File: src/rtl/core/gwm_pkg.sv
`default_nettype none

package gwm_pkg;

   localparam int PATTERN_DEPTH_DEF = 32;

   localparam logic [7:0] STAR_BYTE  = 8'h2A;
   localparam logic [7:0] QMARK_BYTE = 8'h3F;

   typedef logic [1:0] cmd_type;

   localparam cmd_type CMD_CLEAR   = 2'd0;
   localparam cmd_type CMD_APPEND  = 2'd1;
   localparam cmd_type CMD_SUBJECT = 2'd2;
   localparam cmd_type CMD_END     = 2'd3;

   // decoded transaction handed from front to back
   typedef struct packed {
      cmd_type    cmd;
      logic [7:0] data_byte;
      logic       is_star;
      logic       is_qmark;
   } op_type;

endpackage

`default_nettype wire

File: src/rtl/core/gwm_front.sv
`default_nettype none

module gwm_front
   import gwm_pkg::*;
(
   input  wire logic       clock,
   input  wire logic       reset,
   input  wire logic       req_valid,
   output logic            req_ready,
   input  wire logic [1:0] req_command,
   input  wire logic [7:0] req_data_byte,
   output logic            q_valid,
   input  wire logic       q_ready,
   output op_type          q_op
);

   op_type     ent_ff [2];
   logic       wr_ptr_ff, wr_ptr_in;
   logic       rd_ptr_ff, rd_ptr_in;
   logic [1:0] cnt_ff, cnt_in;
   op_type     op_dec;
   logic       push, pop;

   always_comb begin
      op_dec.cmd       = req_command;
      op_dec.data_byte = req_data_byte;
      op_dec.is_star   = (req_data_byte == STAR_BYTE);
      op_dec.is_qmark  = (req_data_byte == QMARK_BYTE);
   end

   assign req_ready = (cnt_ff != 2'd2);
   assign q_valid   = (cnt_ff != 2'd0);
   assign q_op      = ent_ff[rd_ptr_ff];

   assign push = req_valid && req_ready;
   assign pop  = q_valid && q_ready;

   always_comb begin
      wr_ptr_in = push ? ~wr_ptr_ff : wr_ptr_ff;
      rd_ptr_in = pop ? ~rd_ptr_ff : rd_ptr_ff;
      cnt_in    = cnt_ff;
      if (push && !pop) begin
         cnt_in = cnt_ff + 2'd1;
      end else if (pop && !push) begin
         cnt_in = cnt_ff - 2'd1;
      end
   end

   always_ff @(posedge clock) begin
      if (reset) begin
         wr_ptr_ff <= 1'b0;
         rd_ptr_ff <= 1'b0;
         cnt_ff    <= 2'd0;
      end else begin
         wr_ptr_ff <= wr_ptr_in;
         rd_ptr_ff <= rd_ptr_in;
         cnt_ff    <= cnt_in;
      end
   end

   always_ff @(posedge clock) begin
      if (push) begin
         ent_ff[wr_ptr_ff] <= op_dec;
      end
   end

endmodule

`default_nettype wire

File: src/rtl/core/gwm_back.sv
`default_nettype none

module gwm_back
   import gwm_pkg::*;
#(
   parameter int PATTERN_DEPTH = PATTERN_DEPTH_DEF
)
(
   input  wire logic   clock,
   input  wire logic   reset,
   input  wire logic   q_valid,
   output logic        q_ready,
   input  wire op_type q_op,
   output logic        rsp_valid,
   input  wire logic   rsp_ready,
   output logic        rsp_matched,
   output logic        rsp_pattern_overflow
);

   localparam int CW = $clog2(PATTERN_DEPTH + 1);
   localparam int NP = PATTERN_DEPTH + 1;

   logic [7:0]    byte_ff  [PATTERN_DEPTH];
   logic          star_ff  [PATTERN_DEPTH];
   logic          qmark_ff [PATTERN_DEPTH];
   logic [CW-1:0] count_ff, count_in;
   logic          ovf_ff, ovf_in;
   logic [NP-1:0] active_ff, active_in;
   logic          rsp_valid_ff, rsp_valid_in;
   logic          matched_ff, matched_in;
   logic          rsp_ovf_ff, rsp_ovf_in;

   logic          take;
   logic          full;
   logic [NP-1:0] in_pat;
   logic [NP-1:0] prop;
   logic [NP:0]   sum;
   logic [NP-1:0] closed;
   logic [NP-1:0] next_set;

   assign q_ready = (q_op.cmd != CMD_END) || !rsp_valid_ff || rsp_ready;
   assign take    = q_valid && q_ready;
   assign full    = (count_ff == CW'(PATTERN_DEPTH));

   // star closure as a carry ripple: a seed carries up through positions
   // that follow a stored star
   always_comb begin
      in_pat = '0;
      prop   = '0;
      for (int p = 0; p < PATTERN_DEPTH; p++) begin
         in_pat[p]   = (CW'(p) < count_ff);
         prop[p + 1] = star_ff[p] && (CW'(p) < count_ff);
      end
      sum    = {1'b0, active_ff | prop} + {1'b0, active_ff};
      closed = active_ff | ((active_ff | prop) & ~sum[NP-1:0]);
   end

   always_comb begin
      next_set = '0;
      for (int p = 0; p < PATTERN_DEPTH; p++) begin
         if (closed[p] && in_pat[p]) begin
            if (star_ff[p]) begin
               next_set[p] = 1'b1;
            end else if (qmark_ff[p] || (byte_ff[p] == q_op.data_byte)) begin
               next_set[p + 1] = 1'b1;
            end
         end
      end
   end

   always_comb begin
      count_in     = count_ff;
      ovf_in       = ovf_ff;
      active_in    = active_ff;
      rsp_valid_in = rsp_valid_ff && !rsp_ready;
      matched_in   = matched_ff;
      rsp_ovf_in   = rsp_ovf_ff;
      if (take) begin
         case (q_op.cmd)
            CMD_CLEAR: begin
               count_in  = '0;
               ovf_in    = 1'b0;
               active_in = NP'(1);
            end
            CMD_APPEND: begin
               if (full) begin
                  ovf_in = 1'b1;
               end else begin
                  count_in = count_ff + CW'(1);
               end
            end
            CMD_SUBJECT: begin
               active_in = next_set;
            end
            CMD_END: begin
               rsp_valid_in = 1'b1;
               matched_in   = closed[count_ff] && !ovf_ff;
               rsp_ovf_in   = ovf_ff;
               active_in    = NP'(1);
            end
            default: begin
               active_in = active_ff;
            end
         endcase
      end
   end

   always_ff @(posedge clock) begin
      if (reset) begin
         count_ff     <= '0;
         ovf_ff       <= 1'b0;
         active_ff    <= NP'(1);
         rsp_valid_ff <= 1'b0;
      end else begin
         count_ff     <= count_in;
         ovf_ff       <= ovf_in;
         active_ff    <= active_in;
         rsp_valid_ff <= rsp_valid_in;
      end
   end

   always_ff @(posedge clock) begin
      matched_ff <= matched_in;
      rsp_ovf_ff <= rsp_ovf_in;
   end

   always_ff @(posedge clock) begin
      for (int p = 0; p < PATTERN_DEPTH; p++) begin
         if (take && (q_op.cmd == CMD_APPEND) && (count_ff == CW'(p))) begin
            byte_ff[p]  <= q_op.data_byte;
            star_ff[p]  <= q_op.is_star;
            qmark_ff[p] <= q_op.is_qmark;
         end
      end
   end

   assign rsp_valid            = rsp_valid_ff;
   assign rsp_matched          = matched_ff;
   assign rsp_pattern_overflow = rsp_ovf_ff;

endmodule

`default_nettype wire

File: src/rtl/core/glob_wildcard_match.sv
// Glob matcher for '*' and '?' patterns against a streamed subject.
// Request channel (req_valid/req_ready): req_command selects clear pattern,
// append pattern byte (req_data_byte), subject byte (req_data_byte) or end
// of subject. Only an end-of-subject transaction produces a response.
// Response channel (rsp_valid/rsp_ready): rsp_matched is 1 when the whole
// subject matched; rsp_pattern_overflow flags a pattern longer than
// PATTERN_DEPTH bytes, with rsp_matched forced to 0.
// Throughput: one request per cycle, sustained while no end-of-subject waits on a
// held response. A two-entry queue sits between the decode front and the
// match engine; the engine updates the whole active-position set, star
// closure included, per subject byte. The end-of-subject transaction passes
// through the queue; its verdict is registered in the output register.
// If the receiver stalls, the response is held in the output register and
// non-end requests keep flowing; a second end waits in the queue, and
// req_ready drops once the queue is full.
// Reset: empty pattern, no overflow, active set back to position zero,
// queue and response register empty. Pattern bytes need no clearing.

`default_nettype none

module glob_wildcard_match
   import gwm_pkg::*;
#(
   parameter int PATTERN_DEPTH = PATTERN_DEPTH_DEF
)
(
   input  wire logic       clock,
   input  wire logic       reset,
   input  wire logic       req_valid,
   output logic            req_ready,
   input  wire logic [1:0] req_command,
   input  wire logic [7:0] req_data_byte,
   output logic            rsp_valid,
   input  wire logic       rsp_ready,
   output logic            rsp_matched,
   output logic            rsp_pattern_overflow
);

   logic   q_valid;
   logic   q_ready;
   op_type q_op;

   gwm_front u_front (
      .clock         (clock),
      .reset         (reset),
      .req_valid     (req_valid),
      .req_ready     (req_ready),
      .req_command   (req_command),
      .req_data_byte (req_data_byte),
      .q_valid       (q_valid),
      .q_ready       (q_ready),
      .q_op          (q_op)
   );

   gwm_back #(
      .PATTERN_DEPTH (PATTERN_DEPTH)
   ) u_back (
      .clock                (clock),
      .reset                (reset),
      .q_valid              (q_valid),
      .q_ready              (q_ready),
      .q_op                 (q_op),
      .rsp_valid            (rsp_valid),
      .rsp_ready            (rsp_ready),
      .rsp_matched          (rsp_matched),
      .rsp_pattern_overflow (rsp_pattern_overflow)
   );

endmodule

`default_nettype wire

File: config.mk
export PLATFORM = sky130hd
export DESIGN_NAME = glob_wildcard_match
export DESIGN_NICKNAME = d
export VERILOG_FILES = /design/src/rtl/core/gwm_pkg.sv /design/src/rtl/core/gwm_front.sv /design/src/rtl/core/gwm_back.sv /design/src/rtl/core/glob_wildcard_match.sv
export SDC_FILE = /design/constraint.sdc
export NUM_CORES = 1
export LEC_CHECK = 0
export CAP_MARGIN = 15
export CELL_PAD_IN_SITES_DETAIL_PLACEMENT = 1
export CELL_PAD_IN_SITES_GLOBAL_PLACEMENT = 1
export CORE_ASPECT_RATIO = 0.8
export CORE_UTILIZATION = 28
export DETAILED_ROUTE_END_ITERATION = 10
export DONT_BUFFER_PORTS = 1
export PLACE_DENSITY_LB_ADDON = 0.1
export SLEW_MARGIN = 0
export SYNTH_ARGS = -nofsm -noshare
export SYNTH_HDL_FRONTEND = slang
export SYNTH_SLANG_ARGS = --single-unit
File: constraint.sdc
create_clock -name clock -period 4.7 [get_ports clock]
set_clock_uncertainty 0.15 [all_clocks]
set_input_delay 0.235 -clock clock [delete_from_list [all_inputs] [get_ports clock]]
set_output_delay 0.235 -clock clock [all_outputs]
set_load 0.05 [all_outputs]
# Word level (Yosys, flattened, before mapping)
# Memories as Yosys holds them, arrays and structs flattened. A register that Yosys moved wholly into a read port is not among the register bits.
# Cells that the tools add are included.
[op_classes] addsub=4 mux=486 n_div=0 order_cmp=33 n_reduce_logical=246 n_eq_ne=73 mul=0 n_shift=0 bitwise=6
[ops] op="5-bit two-way mux" n=93
[ops] op="1-bit two-way mux" n=323
[ops] op="8-bit == test" n=32
[ops] op="8-bit two-way mux" n=31
[ops] op="8-bit OR reduction" n=31
[ops] op="1-bit logical AND" n=103
[ops] op="6-bit by 5-bit == test with 1-bit output (second input constant)" n=16
[ops] op="5-bit by 6-bit less-than comparator with 1-bit output (first input constant)" n=16
[ops] op="2-bit two-way mux" n=34
[ops] op="33-bit bitwise OR" n=2
[ops] op="33-bit case mux with 2 select lines" n=1
[ops] op="1-bit OR reduction" n=62
[ops] op="6-bit by 4-bit == test with 1-bit output (second input constant)" n=8
[ops] op="4-bit by 6-bit less-than comparator with 1-bit output (first input constant)" n=8
[ops] op="1-bit logical OR" n=34
[ops] op="33-bit adder" n=1
[ops] op="33-bit AND" n=1
[ops] op="33-bit inverter" n=1
[ops] op="6-bit by 3-bit == test with 1-bit output (second input constant)" n=4
[ops] op="3-bit by 6-bit less-than comparator with 1-bit output (first input constant)" n=4
[ops] op="8-bit by 6-bit == test with 1-bit output (second input constant)" n=2
[ops] op="6-bit by 2-bit == test with 1-bit output (second input constant)" n=2
[ops] op="1-bit by 6-bit less-than comparator with 1-bit output (first input constant)" n=2
[ops] op="2-bit by 6-bit less-than comparator with 1-bit output (first input constant)" n=2
[ops] op="other kinds (22)" n=35
[word_totals] n_memories=4 ramBits=344 wordCells=861 latchBits=0 rom_bits=0 reg_bits=47
[memory_table] name="u_back.byte_ff" depth=32 word_bits=8 read_ports=32 rd_clocked_by_memory_dff=0 write_ports=1 line_no="gwm_back.sv:23" rtl="logic [7:0] byte_ff [PATTERN_DEPTH];"
[memory_table] name="u_back.qmark_ff" depth=32 word_bits=1 read_ports=32 rd_clocked_by_memory_dff=0 write_ports=1 line_no="gwm_back.sv:25" rtl="logic qmark_ff [PATTERN_DEPTH];"
[memory_table] name="u_back.star_ff" depth=32 word_bits=1 read_ports=32 rd_clocked_by_memory_dff=0 write_ports=1 line_no="gwm_back.sv:24" rtl="logic star_ff [PATTERN_DEPTH];"
[memory_table] name="u_front.ent_ff" depth=2 word_bits=12 read_ports=1 rd_clocked_by_memory_dff=1 write_ports=1 line_no="gwm_front.sv:17" rtl="op_type ent_ff [2];"

# Depth between registers and ports, before layout
# Gate-level depths: netlist of the first run.
[logic_depth] depth_word=72 ltp_mapped=18

# Hierarchy
# Synthesis of the first run repeated with hierarchy kept, for this count alone.
[unflattened] hier_cells=1470 area_unflattened_um2=18422.7
[modules_own_cells] mod="gwm_back" cells_each=1404 seq_area_each_um2=10490.1 instances=1 area_per_inst_um2=17314.1
[modules_own_cells] mod="gwm_front" cells_each=66 seq_area_each_um2=820.8 instances=1 area_per_inst_um2=1108.6

# Worst setup path before layout of the first run
# OpenSTA, ideal clock, no wires.
[synth_timing] kind="reg2reg" start="reg u_back.count_ff[0]" end="reg u_back.matched_ff (netlist: u_back.rsp_matched), data pin" path_buffers=2 slack_ns=0.418 stages_incl_launch_ff=19 synth_period_minus_slack_ns=4.282 required_time_ns=4.281 setup_ns=0.269 t_arrival_ns=3.863 cell_sequence="dfxtp_1 > clkbuf_1 > inv_1 > clkbuf_1 > ha_1 > or3b_2 > o21ai_0 > nor2_1 > ha_1 > o21a_1 > o22ai_1 > o21ba_2 > a211oi_2 > o211ai_2 > nand2_1 > a31oi_1 > a211oi_1 > o41ai_1 > o31ai_2"
[synth_via] elab_chain_cells=10
[synth_rtl] item="from (decl)" line_no="gwm_back.sv:26" rtl="logic [CW-1:0] count_ff, count_in;"
[synth_rtl] item="from (signal assigned)" line_no="gwm_back.sv:115" rtl="count_ff <= count_in;"
[synth_rtl] item="1-bit by 6-bit less-than comparator with 1-bit output, or another cell as far along" line_no="gwm_back.sv:52" rtl="prop[p + 1] = star_ff[p] && (CW'(p) < count_ff);"
[synth_rtl] item="1-bit logical AND" line_no="gwm_back.sv:52"
[synth_rtl] item="33-bit bitwise OR" line_no="gwm_back.sv:54, gwm_back.sv:55"
[synth_rtl] item="33-bit adder" line_no="gwm_back.sv:54" rtl="sum = {1'b0, active_ff | prop} + {1'b0, active_ff};"
[synth_rtl] item="33-bit inverter" line_no="gwm_back.sv:55" rtl="closed = active_ff | ((active_ff | prop) & ~sum[NP-1:0]);"
[synth_rtl] item="33-bit AND" line_no="gwm_back.sv:55"
[synth_rtl] item="33-bit bitwise OR" line_no="gwm_back.sv:55"
[synth_rtl] item="1-bit binary-select mux with 6-bit select *" line_no="gwm_back.sv:97" rtl="matched_in = closed[count_ff] && !ovf_ff;"
[synth_rtl] item="1-bit two-way mux (not written as such) *" line_no="gwm_back.sv:97"
[synth_rtl] item="1-bit logical AND *" line_no="gwm_back.sv:97"
[synth_rtl] item="to (signal assigned)" line_no="gwm_back.sv:123" rtl="matched_ff <= matched_in;"
[synth_rtl] item="to (decl)" line_no="gwm_back.sv:30" rtl="logic matched_ff, matched_in;"
# Every way passes the cells marked *; elsewhere a longest branch is shown, timed or not. The select of a mux whose other input is x is not followed.
# A chain may end at the register's enable or synchronous reset.

# Worst setup path in the final report of the first run
[layout_timing] start="reg u_back.count_ff[0]" end="reg u_back.active_ff[16]"
[layout_via] elab_chain_cells=12
[layout_rtl] item="1-bit by 6-bit less-than comparator with 1-bit output, or another cell as far along" line_no="gwm_back.sv:52"
[layout_rtl] item="1-bit logical AND" line_no="gwm_back.sv:52"
[layout_rtl] item="33-bit bitwise OR" line_no="gwm_back.sv:54, gwm_back.sv:55"
[layout_rtl] item="33-bit adder" line_no="gwm_back.sv:54"
[layout_rtl] item="33-bit inverter" line_no="gwm_back.sv:55"
[layout_rtl] item="33-bit AND" line_no="gwm_back.sv:55"
[layout_rtl] item="33-bit bitwise OR" line_no="gwm_back.sv:55"
[layout_rtl] item="1-bit logical AND" line_no="gwm_back.sv:61" rtl="if (closed[p] && in_pat[p]) begin"
[layout_rtl] item="2-bit two-way mux" line_no="gwm_back.sv:61"
[layout_rtl] item="1-bit two-way mux" line_no="gwm_back.sv:62" rtl="if (star_ff[p]) begin"
[layout_rtl] item="2-bit two-way mux *" line_no="gwm_back.sv:61"
[layout_rtl] item="33-bit case mux with 2 select lines *" line_no="gwm_back.sv:79" rtl="case (q_op.cmd)"
[layout_rtl] item="to (signal assigned)" line_no="gwm_back.sv:117" rtl="active_ff <= active_in;"
[layout_rtl] item="to (decl)" line_no="gwm_back.sv:28" rtl="logic [NP-1:0] active_ff, active_in;"
# Every way passes the cells marked *; elsewhere a longest branch is shown, timed or not.

==> results of run 1 <==
## worst register-to-register path, cell delays in order (launching register included)
cell and delay [ns]:
dfxtp_1 0.31, inv_1 0.08, ha_1 0.18, or3b_2 0.50
o21ai_1 0.23, nor2_1 0.07, ha_1 0.18, o21a_1 0.18
o22ai_1 0.25, o21ba_2 0.25, a211oi_2 0.17, o211ai_2 0.30
nand2_1 0.19, a31oi_2 0.32, o22ai_1 0.12, a22oi_1 0.18
nor2_1 0.06, dlygate4sd3_1 0.57
## Yosys cell counts (4+ instances only)
| cell | count | area share, % |
|---|---|---|
| nor2b_1 | 8 | 0.27 |
| a41o_1 | 6 | 0.32 |
| a211o_1 | 7 | 0.33 |
| o21bai_1 | 8 | 0.32 |
| o311ai_0 | 4 | 0.19 |
| inv_1 | 29 | 0.58 |
| o211a_1 | 4 | 0.21 |
| and2_1 | 8 | 0.27 |
| o22ai_1 | 21 | 0.70 |
| xor2_1 | 66 | 3.1 |
| o21ai_1 | 10 | 0.27 |
| nand2b_1 | 16 | 0.54 |
| mux2i_1 | 11 | 0.59 |
| nand3b_1 | 9 | 0.36 |
| o21a_1 | 14 | 0.56 |
| a311oi_1 | 4 | 0.19 |
| o31ai_1 | 9 | 0.36 |
| or3_1 | 17 | 0.57 |
| o21ai_0 | 44 | 1.2 |
| o41ai_1 | 6 | 0.28 |
| nand3_1 | 20 | 0.54 |
| clkbuf_1 | 37 | 0.74 |
| nor4_1 | 67 | 2.2 |
| o2111ai_1 | 4 | 0.19 |
| a31oi_1 | 23 | 0.77 |
| dfxtp_1 | 46 | 4.9 |
| o211ai_1 | 7 | 0.28 |
| buf_2 | 35 | 0.94 |
| buf_4 | 5 | 0.20 |
| a21o_1 | 7 | 0.28 |
| nor2_1 | 142 | 2.9 |
| ha_1 | 9 | 0.60 |
| edfxtp_1 | 346 | 56 |
| and3_1 | 4 | 0.13 |
| a22oi_1 | 30 | 1.2 |
| nor3_1 | 27 | 0.72 |
| a21oi_1 | 68 | 1.8 |
| nand2_1 | 49 | 0.98 |
| a211oi_1 | 6 | 0.24 |
| or4_1 | 12 | 0.48 |
| xnor2_1 | 196 | 9.2 |
| nand4_1 | 19 | 0.64 |
## where the power goes
part / internal (W) / leakage (nW) / switching (W)
Combinational: 0.000876 / 2.62 / 0.00186
Sequential: 0.00418 / 3.50 / 0.0000700
Clock: 0.00193 / 0.693 / 0.00148
Total: 0.00699 / 6.81 / 0.00341
## per-stage QoR
stage          hold WS (ns)  power (W)  instance area, um2  cells  util [%]
6_report             0.0825     0.0104               21800   2477      33.1
5_1_grt              0.0796     0.0109               21800   2477      33.1
4_1_cts              0.0529     0.0106               21800   2477      33.1
3_5_place_dp          0.167    0.00711               20200   2381      30.7
3_3_place_gp          0.165    0.00709               20200   2381      30.7
2_1_floorplan         0.184    0.00590               18700   1525         -
## final timing paths
path / from / endpoint / slack (ns) / depth (start not counted)
worst max-delay path: u_back.count_ff[0] / u_back.active_ff[16] / 0.32 / 17
worst max register to register: u_back.count_ff[0] / u_back.active_ff[16] / 0.32 / 17
worst min register to register: u_front.rd_ptr_ff / u_front.rd_ptr_ff / 0.37 / 2
worst min-delay path: req_valid / u_front.ent_ff[1][6] / 0.08 / 1
## cell families (layout without fill, tap and decap cells)
group,after synthesis,in the layout,share of synthesized area (%)
xor+xnor,262,262,12.3
fa+ha+maj,9,9,0.603
buf+inv,111,203,2.57
flops,392,392,60.6
simple gates,417,417,11.5
compound gates,321,321,11.8
mux,13,13,0.710
## layer usage
metal  wire [um]  part of all wire (%)  global-route usage [%]
met2       28200                    43                    29.5
met4        1910                   2.9                    6.15
met1       32900                    50                    28.2
met3        2420                   3.7                    2.94
met5           0                     0                       0
## repair_timing
item / in CTS / in global routing
resized for setup: 0 / 3
endpoints found under the hold margin: 70 / 0
setup endpoints to repair: 0 / 2
hold buffers: 15 / 0
## area by class of cell
| cell class | count | area share, % |
|---|---|---|
| clock inverter | 15 | 0.557 |
| tap | 860 | 4.94 |
| timing repair buffer | 92 | 3.88 |
| clock buffer | 66 | 5.99 |
| inverter | 30 | 0.517 |
| sequential | 392 | 51.9 |
| multi-input combinational | 1022 | 32.2 |
## state kept, by name, summed over array words and instances (netlist names), named ones only
name and flops:
u_back.byte_ff 256, u_back.active_ff 33, u_back.qmark_ff 32, u_back.star_ff 32
u_front.ent_ff 24, u_back.count_ff 6, u_front.cnt_ff 2, u_back.ovf_ff 1
u_back.rsp_matched 1, u_back.rsp_pattern_overflow 1, u_back.rsp_valid 1, u_front.rd_ptr_ff 1
u_front.wr_ptr_ff 1
==> results.md, run 1 <==
* Number of global-route vias before repair at 13.3k
* DR WL/cell at 26.4 um
* Final hold vios at 0
* Post-Syn Nets at 1548
* Root buffer selected by CTS: clkbuf_16
* DRT antenna net count at 0
* Initial DRC count at 833
* # clock sinks at 392
* Tmin final at 4.38 ns
* Final nets at 1607
* Clk buf depth at 3
* Largest net degree at the start of global routing at 47
* Slew Viols, Final at 0
* Total track usage at 19.4%
* Synthesized cell area at 18700 um2
* Vias per std cell at 5.21
* Final period util at 93.3%
* PD cells at 477 nW/um2
* Critical Path Max Stage Delay at 0.57 ns
* Distinct cells, synth at 84
* Worst hold path type: input pin to register
* # DRC at 0
* Max stage delay cell, worst path: dlygate4sd3_1
* Die ar. at 67800 um2
* First-pass GRT wire length at 95500 um
* H-tree depth reported by CTS at 2
* CTS tree: built
* Number of synthesized flops with an enable pin at 346
* Max frequency at 0.228 GHz
* Post-CTS Setup Bufs at 0
* Clk_lat worst skew at 0.59 ns
* Antenna cell count at 0
* CP Capture Type: register
* I/O pins at 18
* Ys flop type: edfxtp_1
* CP Max Fanout at 6
* WP data arrival at 4.72 ns
* Critical path buffers and inverters at 2
* # fillers at 7108
* WP data required at 5.03 ns
* Commonest cells after routing, fill and taps aside: edfxtp_1, xnor2_1, nor2_1, buf_4, a21oi_1
* Clock slew at reported path FFs at 0.07 ns
* Pre-CTS WS at 0.344 ns
* Synth warn at 0
* Die H at 233 um
* RSZ-0062 raised after global routing: no
* Initial core utilization at 28.4%
* Via count at 12.9k
* Setup WS post-layout at 0.317 ns
* Post-synthesis sequential area ratio at 60.6%
* Num CTS Buffers at 46
* Final setup TNS at 0 ns
* FF/Latch Area at 11300 um2
* Worst setup SP type: register
* # rows at 84
* Most common cell after layout, fill and taps aside: edfxtp_1
* Crit path max-delay family: compound AO/OA/AOI/OAI gates
* P&R area growth vs syn at 16.7%
* Multi-input gate area at 7020 um2
* Core ar. at 65800 um2
* FF+latch count, synth at 392
* Port Buf Inserts at 0
* Syn avg cell area at 12.2 um2
* Global route overflow at 0
* Headroom to the max-slew limit at 30.7%
* WS Path Type: register to register
* Crit path cell chain: inv_1 -> ha_1 -> or3b_2 -> o21ai_1 -> nor2_1 -> ha_1 -> o21a_1 -> o22ai_1 -> o21ba_2 -> a211oi_2 -> o211ai_2 -> nand2_1 -> a31oi_2 -> o22ai_1 -> a22oi_1 -> nor2_1 -> dlygate4sd3_1
* Setup-failing EPs final at 0
* Asr flop ratio synth at 0%
* Peak supply drop at 0.346 mV
* Worst slew pin tran at 1.04 ns
* Routability Congestion at 0.879
* Leak at 6.81 nW
* HPWL after DPL at 43200 um
* Final WL at 65400 um
* Layout cells sized above 1 at 10.9%
* Cells after Synth at 1525
* Max_cap viols at 0
* Initial antenna violation count at 0
* TritonRoute pass-1 iters at 5
* Status: completed
* Die extent in x at 291 um
Note: power is estimated with default switching activity, not from simulation.
==> run 2, diff against run 1 <==
--- a/config.mk
+++ b/config.mk
@@ -12,6 +12,7 @@
 export CORE_UTILIZATION = 28
 export DETAILED_ROUTE_END_ITERATION = 10
 export DONT_BUFFER_PORTS = 1
+export HOLD_SLACK_MARGIN = 0.1
 export PLACE_DENSITY_LB_ADDON = 0.1
 export SLEW_MARGIN = 0
 export SYNTH_ARGS = -nofsm -noshare
==> constraint.sdc (replaced) <==
create_clock -name clock -period 5.2 [get_ports clock]
set_clock_uncertainty 0.15 [all_clocks]
set_input_delay 0.26 -clock clock [delete_from_list [all_inputs] [get_ports clock]]
set_output_delay 0.26 -clock clock [all_outputs]
set_load 0.05 [all_outputs]
==> results.md, run 2 (same netlist as run 1, synthesis figures left out) <==
* Most common cell after layout, fill and taps aside: edfxtp_1
* H-tree depth reported by CTS at 2 (unchanged)
* Setup WS post-layout at 0.591 ns (+0.274 ns)
* Commonest cells after routing, fill and taps aside: edfxtp_1, xnor2_1, nor2_1, buf_4, a21oi_1
* Number of global-route vias before repair at 13.2k (-1.2%)
* CTS Hold Bufs at 15 (unchanged)
* Die ar. at 67800 um2 (unchanged)
* Final hold vios at 0 (unchanged)
* PD cells at 433 nW/um2 (-9.3%)
* # fillers at 7089 (-0.27%)
* Initial DRC count at 886 (+6.4%)
* Leak at 6.77 nW (-0.55%)
* # DRC at 0 (unchanged)
* Met1 Track Usage GR at 27.8% (-0.32 points)
* Port Buf Inserts at 0 (unchanged)
* Seq pwr share at 40.9% (about the same)
* Critical path buffers and inverters at 2 (unchanged)
* RSZ-0062 raised after global routing: no
* Pre-CTS WS at 0.822 ns (+0.479 ns)
* TritonRoute pass-1 iters at 5 (unchanged)
* Clock slew at reported path FFs at 0.06 ns (about the same)
* Sw Ratio at 32.6% (-0.12 points)
* WS Path Type: register to register
* CP Max Fanout at 21 (+15)
* I/O pins at 18 (unchanged)
* Max_cap viols at 0 (unchanged)
* Initial core utilization at 28.4% (unchanged)
* Gr busiest metal: met2
* Clock network power share at 32.6% (-0.2 points)
* Clk_lat worst skew at 0.59 ns (about the same)
* Most flops, register: u_back.byte_ff
* Comb power frac at 26.5% (+0.2 points)
* Number of flip-flops under the largest register name at 256 (unchanged)
* First-pass GRT wire length at 94600 um (-0.90%)
* Post-CTS Setup Bufs at 0 (unchanged)
* Worst hold path type: input pin to register
* CP Capture Type: register
* Status: completed
* Final period util at 88.6% (-4.6 points)
* WP data required at 5.59 ns (+0.56 ns)
* Global route overflow at 0 (unchanged)
* DR WL/cell at 26.2 um (-0.81%)
* Layout cells sized above 1 at 10.9% (-0.028 points)
* Crit path cell chain: buf_4 -> ha_1 -> o211a_1 -> o221ai_1 -> or4_1 -> o21a_1 -> o2bb2ai_1 -> o21ai_1 -> a21oi_1 -> o41ai_1 -> a22oi_1 -> nor2_1 -> dlygate4sd3_1
* Slew Viols, Final at 0 (unchanged)
* Overall power at 0.00939 W (-9.8%)
* Final WL at 64700 um (-1.0%)
* Headroom to the max-slew limit at 23.7% (-7.0 points)
* M3 GR Usage at 2.41% (-0.53 points)
* Final setup TNS at 0 ns (unchanged)
* Root buffer selected by CTS: clkbuf_16
* Max frequency at 0.217 GHz (-4.9%)
* Via count at 12.8k (-0.55%)
* Crit path max-delay family: compound AO/OA/AOI/OAI gates
* Final nets at 1603 (-0.25%)
* Tmin final at 4.61 ns (+0.226 ns)
* Internal power at 0.00632 W (-9.6%)
* Initial antenna violation count at 0 (unchanged)
* CTS tree: built
* Worst setup SP type: register
* Worst slew pin tran at 1.14 ns (+0.105 ns)
* Peak supply drop at 0.252 mV (-27%)
* Total track usage at 19.2% (-0.26 points)
* Critical Path Max Stage Delay at 0.66 ns (+0.09 ns)
* Regs by FF count: u_back.byte_ff (256), u_back.active_ff (33)
* Vias per std cell at 5.19 (-0.35%)
* Max stage delay cell, worst path: ha_1
* Post_cts resized at 0 (unchanged)
* Largest net degree at the start of global routing at 47 (unchanged)
* Hold WS at 0.166 ns (+0.0839 ns)
* Met2 Track Usage GR at 30.3% (+0.75 points)
* HPWL after DPL at 44000 um (+1.9%)
* Antenna cell count at 0 (unchanged)
* Cells after DPL at 2380 (-0.042%)
* # rows at 84 (unchanged)
* # clock sinks at 392 (unchanged)
* Routability Congestion at 0.856 (-2.5%)
* Num CTS Buffers at 43 (-6.5%)
* Die extent in x at 291 um (unchanged)
* Clk buf depth at 3 (unchanged)
* Final cell count without fillers at 2472 (-0.20%)
* Core ar. at 65800 um2 (unchanged)
* Setup-failing EPs final at 0 (unchanged)
* DRT antenna net count at 0 (unchanged)
* Switching pwr at 0.00306 W (-10%)
* P&R area growth vs syn at 16.1%
* WP data arrival at 5.00 ns (+0.28 ns)
* Die H at 233 um (unchanged)
-- run 2: cell types whose count changed in the layout (fill, tap and decap cells not counted), moves of 3 or more --
cell	before	now
buf_4	69	72
clkbuf_1	12	6
buf_12	8	4
clkbuf_16	46	43
clkbuf_8	8	0
clkinv_2	4	12
bufinv_16	0	4
-- run 2: path summary, 6_finish.rpt --
check	start	to	slack (ns)	cells past startpoint
worst max-delay path	u_back.count_ff[1]	u_back.active_ff[19]	0.59	13
worst max register to register	u_back.count_ff[1]	u_back.active_ff[19]	0.59	13
worst min-delay path	req_command[0]	u_front.ent_ff[0][10]	0.17	1
worst min register to register	u_back.count_ff[4]	u_back.count_ff[4]	0.36	2
-- run 2: cell type report --
cell class	count	area [um2]	share of cell area (%)
Clock inverter	28	282	1.30
Timing Repair Buffer	91	788	3.64
Tap cell	860	1080	4.96
Clock buffer	49	1100	5.07
Sequential cell	392	11300	52.2
Multi-Input combinational cell	1022	7010	32.3
Inverter	30	113	0.519
-- run 2: stage by stage --
| stage | instance area (um2) | util [%] |
|---|---|---|
| floorplan | 18700 | - |
| global placement | 20100 | 30.6 |
| detailed placement | 20100 | 30.6 |
| CTS | 21700 | 33.0 |
| global route | 21700 | 33.0 |
| finish | 21700 | 33.0 |
-- run 2: power groups by stage --
stage,combinational [W],clock (W),sequential [W]
after floorplan,0.00145,0,0.00388
after global placement,0.00254,0,0.00391
after detailed placement,0.00255,0,0.00391
after CTS,0.00258,0.00316,0.00384
after global routing,0.00272,0.00328,0.00385
final,0.00249,0.00306,0.00384
-- run 2: metal layers --
layer	routed length (um)	share of wire, %
met2	28800	45
met3	2230	3.4
met5	0	0
met4	1030	1.6
met1	32600	50
